==> src/rtl/scr_pkg.sv <==
package scr_pkg;

	localparam int ORDER_DEF  = 8;
	localparam int IN_W       = 32;
	localparam int GEN_W      = 40;
	localparam int Q_W        = 16;
	localparam int ERR_W      = 31;
	localparam int IDX_W      = 3;
	localparam int FRAC       = 15;
	localparam int OUT_DATA_W = 56;

	typedef enum logic [3:0] {
		ST_LOAD,
		ST_G_RD,
		ST_G_LAT,
		ST_DIV_GO,
		ST_DIV,
		ST_MUL,
		ST_EMIT,
		ST_U_RD,
		ST_U_MUL,
		ST_U_WR
	} scr_state_t;

	typedef struct packed {
		logic           done;
		logic [Q_W-1:0] q;
	} div_res_t;

endpackage

==> src/rtl/scr_mem.sv <==
module scr_mem #(
	parameter int DEPTH = scr_pkg::ORDER_DEF,
	parameter int AW    = 3,
	parameter int W     = scr_pkg::GEN_W
) (
	input  logic          clk,
	input  logic          wen,
	input  logic [AW-1:0] waddr,
	input  logic [W-1:0]  wdata,
	input  logic          ren,
	input  logic [AW-1:0] raddr,
	output logic [W-1:0]  rdata
);
	logic [W-1:0] mem [DEPTH];

	always_ff @(posedge clk) begin
		if (wen) begin
			mem[waddr] <= wdata;
		end
		if (ren) begin
			rdata <= mem[raddr];
		end
	end
endmodule

==> config.mk <==
export PLATFORM = sky130hd
export DESIGN_NAME = scr_mem
export DESIGN_NICKNAME = d
export VERILOG_FILES = /design/src/rtl/scr_pkg.sv /design/src/rtl/scr_mem.sv
export SDC_FILE = /design/constraint.sdc
export NUM_CORES = 1
export LEC_CHECK = 0
export BUFFER_PORTS_ARGS = -buffer_cell sky130_fd_sc_hd__buf_4
export CORE_ASPECT_RATIO = 0.6
export CORE_MARGIN = 10
export CORE_UTILIZATION = 41
export DETAILED_ROUTE_END_ITERATION = 16
export GPL_ROUTABILITY_DRIVEN = 0
export SLEW_MARGIN = 5
export SYNTH_ARGS = -nofsm -noshare
export SYNTH_HDL_FRONTEND = slang
export SYNTH_SLANG_ARGS = --single-unit
==> constraint.sdc <==
create_clock -name clk -period 9.6 [get_ports clk]
set_clock_uncertainty 0.15 [all_clocks]
set_input_delay 2.4 -clock clk [delete_from_list [all_inputs] [get_ports clk]]
set_output_delay 2.4 -clock clk [all_outputs]
set_load 0.01 [all_outputs]
==> out/qor.yml <==
synth_compound_area_share_pct: 0
grt_usage_pct: 13.0
min_path_type: "register to register"
end_kind: "register"
rsz0062_at_grt: "false"
syn_inst: 515
post-place-ws_ps: 4590
fin_ws_ps: 5110
timing.hold.ws_ps: 592
synth_top_family_by_area: "multiplexers"
num-fill-cells: 2592
worstPathMaxFanout: 65
viasPerCell: 5.28
setup_viol: 0
syn_avg_cell_area_um2: 26.4
synthXorXnorAreaFrac_pct: 0
p_leak_nw: 5.31
ys_seq_elements: 360
yosys.area_share.simple_pct: 0.433
crit_top_cell: "buf_4"
syn_to_final_growth_pct: 16.3
drtIter0Drc: 338
synth_fp_nets: 564
port-buffer-count: 88
syn_area_mm2: 0.0136
drt-wirelength-per-cell_um: 24.5
cts_inserted_buffers: 34
dpl.hpwl_um: 13300
antenna_found_initial: 1
ant_nets: 0
finalSetupTns_ps: 0
status: "finished clean"
cp.arrival_ps: 4580
slew_viol_final: 0
stdcell_area_mm2: 0.0158
row_count: 51
worstSetupPathType: "primary input to register"
slowest_delay_ps: 900
path_depth: 4
diodes: 0
cts_sinks: 360
grt_pass1_vias: 6175
fin_crit_sh_pct: 46.7
die_y_um: 161
postCtsSetupBuffers: 0
firstDrtPassIters: 4
hold_buffers: 0
clk_pin_slew_ps: 60
clk_latency_ps: 510
vias: 5673
grt_max_degree: 81
ioPinCount: 89
root_buffer: "clkbuf_16"
period_minus_slack_ps: 4490
cap_viol_max_count: 0
yosys_warnings: 0
drt-total-wl_um: 26300
cts_resized: 0
cts_tree: "yes"
hold_violations: 0
crit_path_cell_trace: "buf_4, buf_4, mux4_1, mux2_2"
clock_path_buffers: 3
irDropWorstVdd_uv: 133
die_area_mm2: 0.0410
power.density_mw_per_mm2: 206
worstRegToRegCells: 2
muxShareOfSynthArea_pct: 18.8
grt_pass1_wl_um: 39400
drc: 0
crit_slowest_cell: "buf_4"
path_delay_family: "buffers and inverters"
core-area_mm2: 0.0325
regArea_mm2: 0.0108
start_kind: "primary input"
ctsHtreeMaxLevel: 2
drive_gt1_share_pct: 29.5
required_ps: 9700
slew_headroom_pct: 25.9
die_w_um: 255
critPathBufInv: 2
grt-ovfl-total: 0
placed_area_mm2: 0.0147
seq_area_frac_synth_pct: 79.7
yosys.area_share.adder_pct: 0
ys_types: 9
worstMarginPinSlew_ps: 1110
whs_path_depth: 2
fmax_mhz: 223
initial_utilization_pct: 41.7
multi_input_area_mm2: 0.00267
nets: 675
## through the flow
stage          power (W)  std cells  util (%)
2_1_floorplan    0.00193        515         -
3_3_place_gp     0.00201       1014      45.3
3_5_place_dp     0.00202       1014      45.3
4_1_cts          0.00331       1075      48.5
5_1_grt          0.00339       1075      48.5
6_report         0.00326       1075      48.5
## metal layers
metal	track usage, %	vias up	routed length [um]
li1	-	2506	-
met1	16.9	3029	11600
met2	21.7	101	13200
met3	3.19	35	1160
met4	2.91	2	368
met5	0	-	13
## kinds of logic after synthesis
logic type / count (synthesis)
and+or+nand+nor: 13
buffers and inverters: 22
DFF: 360
muxes: 120
## synthesized netlist by cell type
| library cell | n | area share [%] |
|---|---|---|
| nor3_1 | 2 | 0.074 |
| mux4_1 | 80 | 15 |
| edfxtp_1 | 360 | 80 |
| clkbuf_1 | 13 | 0.36 |
| nand2b_1 | 3 | 0.14 |
| mux2_2 | 40 | 3.3 |
| nor2_1 | 6 | 0.17 |
| buf_6 | 9 | 0.75 |
| nand2_1 | 2 | 0.055 |
## placed cells by master (no fill, tap or decap), drive strengths merged
master / synthesis / layout
edfxtp: 360 / 360
buf: 9 / 97
mux4: 80 / 80
clkbuf: 13 / 44
mux2: 40 / 40
clkinv: 0 / 12
nor2: 6 / 6
nand2b: 3 / 3
nand2: 2 / 2
nor3: 2 / 2
bufinv: 0 / 2
inv: 0 / 2
clkinvlp: 0 / 1
## final cells by class
class	instances	area share, %
flip-flops and latches	360	68.5
multi-input cells	133	16.9
clock buffers	44	5.76
repair buffers	97	4.61
well taps	424	3.36
clock inverters	17	0.896
## where the power goes
part	total (W)	switching (W)	leakage [nW]	internal, W
clock	0.00128	0.000550	0.516	0.000728
combinational	0.000171	0.0000868	1.49	0.0000843
sequential	0.00181	0.0000150	3.30	0.00180
## path summary, 6_finish.rpt
| kind | startpoint | to | slack, ps |
|---|---|---|---|
| min | mem[5][3] | rdata[3] | 590 |
| min reg2reg | mem[5][3] | rdata[3] | 590 |
| max reg2reg | mem[0][29] | rdata[29] | 8020 |
| max | raddr[0] | rdata[29] | 5110 |
## flip-flops by register name, summed over array words and instances, names as in the netlist
name   cells
rdata     40
mem      320
## worst min-delay path: stages, from the launching register on
cell	delay [ps]
edfxtp_1	310
mux4_1	200
mux2_2	140
Note: power is estimated with default switching activity, not from simulation.
