<file path="src/rtl/scr_pkg.sv">
package scr_pkg;

	localparam int ORDER_DEF  = 8;
	localparam int IN_W       = 32;
	localparam int GEN_W      = 40;
	localparam int Q_W        = 16;
	localparam int ERR_W      = 31;
	localparam int IDX_W      = 3;
	localparam int FRAC       = 15;
	localparam int OUT_DATA_W = 56;

	typedef enum logic [3:0] {
		ST_LOAD,
		ST_G_RD,
		ST_G_LAT,
		ST_DIV_GO,
		ST_DIV,
		ST_MUL,
		ST_EMIT,
		ST_U_RD,
		ST_U_MUL,
		ST_U_WR
	} scr_state_t;

	typedef struct packed {
		logic           done;
		logic [Q_W-1:0] q;
	} div_res_t;

endpackage

</file>
<file path="src/rtl/scr_div.sv">
// Rounded, saturating quotient: min(round(mag*2^15/dvsr), 32768).
// A start registers the operands, then one quotient bit per cycle; a saturated result skips the bits.
module scr_div (
	input  logic                       clk,
	input  logic                       arst_n,
	input  logic                       start,
	input  logic [scr_pkg::GEN_W-1:0]  mag,
	input  logic [scr_pkg::ERR_W-1:0]  dvsr,
	output scr_pkg::div_res_t          res
);
	import scr_pkg::*;

	localparam int NUM_W = GEN_W + FRAC + 1;
	localparam int REM_W = ERR_W + FRAC;
	localparam int CNT_W = $clog2(FRAC);

	logic [NUM_W-1:0] num;
	logic [NUM_W-1:0] lim;
	logic             sat;
	logic             ge;

	logic             busy_q;
	logic             done_q;
	logic [CNT_W-1:0] cnt_q;
	logic             sat_q;
	logic [REM_W-1:0] rem_q;
	logic [REM_W-1:0] dsr_q;
	logic [FRAC-1:0]  quo_q;

	assign num = NUM_W'({mag, {FRAC{1'b0}}}) + NUM_W'(dvsr >> 1);
	assign lim = NUM_W'({dvsr, {FRAC{1'b0}}});
	assign sat = (num >= lim);
	assign ge  = (rem_q >= dsr_q);

	always_ff @(posedge clk or negedge arst_n) begin
		if (!arst_n) begin
			busy_q <= 1'b0;
			done_q <= 1'b0;
			cnt_q  <= '0;
		end else if (start) begin
			busy_q <= !sat;
			done_q <= sat;
			cnt_q  <= '0;
		end else if (busy_q) begin
			cnt_q <= cnt_q + 1'b1;
			if (cnt_q == CNT_W'(FRAC - 1)) begin
				busy_q <= 1'b0;
				done_q <= 1'b1;
			end
		end else begin
			done_q <= 1'b0;
		end
	end

	always_ff @(posedge clk) begin
		if (start) begin
			sat_q <= sat;
			rem_q <= REM_W'(num);
			dsr_q <= REM_W'({dvsr, {(FRAC-1){1'b0}}});
			quo_q <= '0;
		end else if (busy_q) begin
			if (ge) begin
				rem_q <= rem_q - dsr_q;
			end
			quo_q <= {quo_q[FRAC-2:0], ge};
			dsr_q <= dsr_q >> 1;
		end
	end

	assign res.done = done_q;
	assign res.q    = sat_q ? {1'b1, {(Q_W-1){1'b0}}} : {1'b0, quo_q};
endmodule

</file>
<file path="config.mk">
export PLATFORM = sky130hd
export DESIGN_NAME = scr_div
export DESIGN_NICKNAME = d
export VERILOG_FILES = /design/src/rtl/scr_pkg.sv /design/src/rtl/scr_div.sv
export SDC_FILE = /design/constraint.sdc
export NUM_CORES = 1
export LEC_CHECK = 0
export ABC_AREA = 0
export BUFFER_PORTS_ARGS = -buffer_cell sky130_fd_sc_hd__buf_2
export CAP_MARGIN = 30
export CORE_MARGIN = 2
export CORE_UTILIZATION = 45
export CTS_BUF_LIST = sky130_fd_sc_hd__clkbuf_16
export DETAILED_ROUTE_END_ITERATION = 16
export PLACE_DENSITY = 0.68
export SYNTH_ARGS = -nofsm -noshare
export SYNTH_HDL_FRONTEND = slang
export SYNTH_SLANG_ARGS = --single-unit
</file>
<file path="constraint.sdc">
create_clock -name clk -period 6.9 [get_ports clk]
set_input_delay 2.07 -clock clk [delete_from_list [all_inputs] [get_ports clk]]
set_output_delay 2.07 -clock clk [all_outputs]
set_load 0.05 [all_outputs]
</file>
==> results of run 1 <==
==> area by class of cell <==
cell class	count	share of cell area
Tap cell	270	0.0322
Timing Repair Buffer	96	0.0475
Inverter	109	0.0390
Clock inverter	12	0.0121
Multi-Input combinational cell	804	0.528
Sequential cell	113	0.293
Clock buffer	20	0.0477
==> how the worst max path moves through the flow <==
stage	to	depth (start not counted)	startpoint	slack (ns)
finish	done_q	23	dvsr[16]	0.68
global route	done_q	23	dvsr[16]	0.34
CTS	done_q	23	dvsr[16]	0.75
detailed placement	done_q	23	dvsr[16]	0.31
global placement	done_q	23	dvsr[16]	0.40
floorplan	rem_q[0]	3	start	0.07
==> registers in the layout, indices dropped and copies added (netlist names) <==
register  flops
busy_q        1
cnt_q         4
done_q        1
dsr_q        45
quo_q        15
rem_q        46
sat_q         1
==> critical path: cells and delay by family <==
kind / cells / cell delay, ns
AOI/OAI and AO/OA: 9 / 1.77
and+or+nand+nor: 8 / 1.46
adders and majority gates: 3 / 0.86
xor gates and xnor gates: 1 / 0.21
buffers and inverters: 2 / 0.16
==> metrics by stage <==
| step | area (um2) | hold WS, ns | cells | worst slack (ns) | util |
|---|---|---|---|---|---|
| 6_report | 10500 | 0.512 | 1424 | 0.685 | 0.521 |
| 5_1_grt | 10500 | 0.537 | 1424 | 0.337 | 0.521 |
| 4_1_cts | 10500 | 0.519 | 1424 | 0.749 | 0.521 |
| 3_5_place_dp | 9860 | 0.502 | 1392 | 0.312 | 0.490 |
| 3_3_place_gp | 9860 | 0.472 | 1392 | 0.403 | 0.490 |
| 2_1_floorplan | 9170 | 0.452 | 1064 | 0.0690 | - |
==> power groups by stage <==
stage / Combinational [mW] / Clock [mW] / Sequential [mW]
final: 0.845 / 0.927 / 0.833
after global routing: 0.937 / 0.968 / 0.839
after CTS: 0.833 / 0.937 / 0.833
after detailed placement: 0.825 / 0 / 0.846
after global placement: 0.816 / 0 / 0.843
after floorplan: 0.623 / 0 / 0.841
==> kinds of logic after synthesis <==
kind of cell,count (synthesis),share of synthesized area
AO/OA/AOI/OAI,262,0.190
XOR/XNOR,71,0.0678
adder cells (fa/ha/maj),95,0.131
buffers and inverters,147,0.0620
flip-flops,113,0.335
multiplexers,33,0.0363
AND/OR/NAND/NOR,343,0.178
==> per-layer routing <==
layer,routed length [um],vias up,track usage
met3,1410,38,0.0394
met4,477,0,0.0709
met2,11000,287,0.368
li1,-,3926,-
met1,11400,3706,0.309
met5,0,-,0
==> placed cells by master (no fill, tap or decap), types with 6 or more instances in the layout <==
cell type / synthesis / layout
a211oi_1: 6 / 6
a21o_1: 44 / 44
a21oi_1: 60 / 60
a31oi_1: 12 / 12
and3_1: 8 / 8
buf_2: 1 / 89
buf_4: 2 / 7
clkbuf_16: 0 / 20
dfxtp_1: 29 / 29
edfxtp_1: 78 / 78
ha_1: 93 / 93
inv_1: 108 / 110
mux2i_1: 31 / 31
nand2_1: 138 / 138
nand2b_1: 9 / 9
nand3_1: 22 / 22
nand4_1: 23 / 23
nor2_1: 73 / 73
nor2b_1: 24 / 24
nor3_1: 7 / 7
nor4_1: 9 / 9
o21ai_0: 65 / 65
o21ai_1: 6 / 6
o21bai_1: 14 / 14
o31ai_1: 6 / 6
xnor2_1: 44 / 44
xor2_1: 27 / 27
==> results.yml, run 1 <==
clock_network:
  post-cts-setup-buffers: 0
  cts.path.max_buffers: 2
  clock-sinks: 113
  cts_root_buf: "clkbuf_16"
  ctsHoldBuffers: 0
  h-tree-depth: 4
  ctsResizeCount: 0
  clkLatencyLatePin_ns: 0.42
  cts_buffers: 17
  cts_tree: "yes"
  path_clk_slew_ns: 0.06
final_layout:
  multi_input_area_um2: 5540
  num-nets-final: 1310
  drive_above_1_share: 0.133
  seq_area_um2: 3070
  antennaDiodeCount: 0
  area_growth_pct: 14.4
  fillCellCount: 1865
yosys:
  synthTopCellsByArea: "edfxtp_1, ha_1, dfxtp_1, nand2_1, inv_1"
  syn-num-nets: 1233
  ys_seq_area_frac: 0.335
  synth_flop_cell: "edfxtp_1"
  ys_ff_latch: 113
  synth_edf_count: 78
  synth.most_common_cell: "nand2_1"
  netlist.area_leader.share: 0.255
  yosys.area.top_type: "edfxtp_1"
  avgSynthCellArea_um2: 8.62
  synth.distinct_cells: 75
  netlist_instances: 1064
  synthTopCellsByCount: "nand2_1, inv_1, ha_1, edfxtp_1, nor2_1"
  async_flop_share: 0.0531
  yosys_warnings: 0
  netlist_area_um2: 9170
global_route:
  grt_pass1_vias: 7526
  grt_max_degree: 89
  track_usage: 0.226
  antenna_found_initial: 0
  grt_overflow: 0
  grt_first_pass_wirelength_um: 38600
power_and_ir_drop:
  intPower_mw: 1.74
  p_seq_frac: 0.320
  irDropWorstVdd_v: 0.000124
  clkPwrFrac: 0.356
  leakage_nw: 4.66
  p_sw_frac: 0.331
  p_per_area_nw_per_um2: 248
  p_comb_frac: 0.324
  switchingPower_mw: 0.862
  power_mw: 2.60
flow_run:
  maxCapViolations: 0
worst_setup_path:
  reg2reg_slack_ns: 2.38
  cp_cell_sequence: "buf_2 > ha_1 > inv_1 > fa_1 > nor2b_1 > o2111ai_1 > nand3_1 > a41oi_1 > o21ai_1 > nand3_1 > nor3_1 > xor2_1 > ha_1 > a21o_1 > a21o_1 > a21oi_1 > nand2_1 > a21o_1 > a21oi_1 > nor2_1 > nor4_2 > nand3_1 > a21o_1"
  endpoint_kind: "flip-flop"
  critical_path_class: "in -> reg"
  cp_common_cell: "a21o_1"
  r2r_end: "rem_q[15]"
  cp.arrival_ns: 6.52
  cp.required_ns: 7.21
  r2r_cells: 14
  r2r_start: "rem_q[0]"
  crit_path_max_fanout: 5
  crit_slowest_cell: "fa_1"
  start_kind: "input port"
  cpPeakStageDelay_ns: 0.40
die:
  core-area_um2: 20100
  die_x_um: 147
  initial_utilization: 0.456
  ios: 91
  num_rows: 52
  die_h_um: 147
  dieArea_um2: 21500
worst_hold_path:
  min_path_cells: 2
  hp-start: "quo_q[4]"
  hold-path-endpoint: "quo_q[4]"
  hp-class: "reg -> reg"
timing:
  relSlewSlack: 0.422
  timing.final.crit_share: 0.901
  final-setup-viol-count: 0
  finalHoldViolations: 0
  max_freq_ghz: 0.161
  drv_slew: 0
  fin_setup_tns_ns: 0
  rsz0062_at_grt: "false"
  min_period_ns: 6.22
  skew_ns: 0.0111
  worst_pin_slew_ns: 0.867
routing:
  ant_nets: 0
  vias: 7957
  via_per_inst: 5.59
  drcViolationCount: 0
  first_pass_iters: 5
  wl_per_cell_um: 17.0
  routed_wl_um: 24200
  drt-initial-drc-count: 704
placement:
  io_buffers: 90
  gp_congestion: 0.898
  place.detailed.hpwl_um: 18400
status:
  outcome: "completed"
Power figures use the tool's default switching activity.
==> run 2: changes to the inputs <==
==> constraint.sdc (replaced) <==
create_clock -name clk -period 5.8 [get_ports clk]
set_input_delay 1.74 -clock clk [delete_from_list [all_inputs] [get_ports clk]]
set_output_delay 1.74 -clock clk [all_outputs]
set_load 0.05 [all_outputs]
==> run 2 against run 1 <==
  * Clock power increased by 24%
  * Utilization increased by 0.96 points
  * Largest power group unchanged
  * Total power grew 21%
  * Global-route usage grew 0.20 points
  * First-iteration DRC count down 30%
  * Final area increased by 1.8%
  * Hold slack worse by 0.0017 ns
==> results.yml, run 2 (same netlist as run 1, synthesis figures left out) <==
placement:
  place.detailed.hpwl_um: 18300
  dp.cells: 1414
  gp_congestion: 0.932
  io_buffers: 90
clock_network:
  cts_buffers: 17
  path_clk_slew_ns: 0.05
  h-tree-depth: 4
  cts.path.max_buffers: 2
  clkLatencyLatePin_ns: 0.42
  cts_tree: "yes"
  clock-sinks: 113
  ctsHoldBuffers: 0
  cts_root_buf: "clkbuf_16"
global_route:
  antenna_found_initial: 0
  grt_max_degree: 81
  grt_pass1_vias: 7757
  grt_first_pass_wirelength_um: 39200
  grt_overflow: 0
  track_usage: 0.228
worst_hold_path:
  hp-class: "reg -> reg"
worst_setup_path:
  start_kind: "input port"
  critical_path_class: "in -> reg"
  crit_path_max_fanout: 5
  cp.arrival_ns: 5.83
  cp.required_ns: 6.11
  endpoint_kind: "flip-flop"
power_and_ir_drop:
  leakage_nw: 4.76
  p_per_area_nw_per_um2: 296
  irDropWorstVdd_v: 0.000176
  power_mw: 3.16
timing:
  timing.final.crit_share: 0.953
  relSlewSlack: 0.466
  finalHoldViolations: 0
  final-setup-viol-count: 0
  worst_pin_slew_ns: 0.802
  skew_ns: 0.0190
  max_freq_ghz: 0.181
  min_period_ns: 5.53
  drv_slew: 0
routing:
  via_per_inst: 5.49
  drt-initial-drc-count: 495
  vias: 7938
  routed_wl_um: 24200
  wl_per_cell_um: 16.7
  ant_nets: 0
  first_pass_iters: 6
  drcViolationCount: 0
die:
  core-area_um2: 20100
  dieArea_um2: 21500
  num_rows: 52
  die_x_um: 147
  ios: 91
  die_h_um: 147
  initial_utilization: 0.456
flow_run:
  maxCapViolations: 0
final_layout:
  drive_above_1_share: 0.150
  largest_register_ffs: 46
  layout.cells.non_filler: 1446
  antennaDiodeCount: 0
  final_core_util: 0.531
  final_cell_mix: "nand2_1, inv_1, ha_1"
  area_growth_pct: 16.5
  reg_top3: "rem_q (46), dsr_q (45), quo_q (15)"
  final_common_cell: "nand2_1"
  largest-register: "rem_q"
  num-nets-final: 1332
status:
  outcome: "completed"
[run 2: power by group]
part	total, mW	internal, mW	switching, mW
Combinational	1.02	0.417	0.601
Sequential	0.992	0.962	0.0298
Clock	1.15	0.758	0.394
[run 2: layer usage]
metal | part of all wire | track usage | vias up
met2 | 0.47 | 0.387 | 242
met5 | 0 | 0 | -
met3 | 0.046 | 0.0376 | 25
met4 | 0.011 | 0.0568 | 0
li1 | - | - | 3970
met1 | 0.47 | 0.306 | 3701
[run 2: repair_timing]
item                                    in CTS  in global routing
resized for setup                            0                  3
endpoints found under the setup margin       0                  3
buffers inserted                             0                  0
[run 2: worst paths after layout]
check                              start        end  slack (ns)  cells after the start
min in group asynchronous         arst_n   cnt_q[2]        1.13                      1
worst max register to register  rem_q[0]  rem_q[12]        1.78                     14
max in group asynchronous         arst_n     busy_q        4.50                      1
worst min register to register  quo_q[9]  quo_q[10]        0.51                      2
worst max-delay path            dvsr[16]     done_q        0.27                     23
worst min-delay path            quo_q[9]  quo_q[10]        0.51                      2
[run 2: cell type report]
cell class              count  area [um2]
inverters                 109         409
clock inverters            15         218
fillers                  1865        9430
well taps                 270         338
clock buffers              17         425
flip-flops and latches    113        3070
repair buffers            118         663
multi-input cells         804        5550
[run 2: per-stage QoR]
stage	hold slack [ns]	setup WS [ns]	TNS, ns	cell area, um2
6_report	0.510	0.272	0	10700
5_1_grt	0.544	-0.00374	-0.00374	10700
4_1_cts	0.518	0.195	0	10700
3_5_place_dp	0.505	-0.217	-0.517	10000
3_3_place_gp	0.477	-0.124	-0.256	10000
2_1_floorplan	0.452	0.0820	0	9170
[run 2: critical path, stage by stage]
cell and delay, ns:
buf_2 0.09, ha_1 0.15, inv_1 0.05, fa_1 0.39, nor2b_1 0.17, o2111ai_1 0.15, nand3_1 0.13, a41oi_1 0.15
o21ai_1 0.27, nand3_2 0.18, nor3_2 0.16, xor2_1 0.21, ha_1 0.28, a21o_1 0.18, a21o_1 0.17, a21oi_1 0.19
nand2_1 0.07, a21o_1 0.18, a21oi_1 0.14, nor2_1 0.08, nor4_2 0.26, nand3_1 0.21, a21o_1 0.22
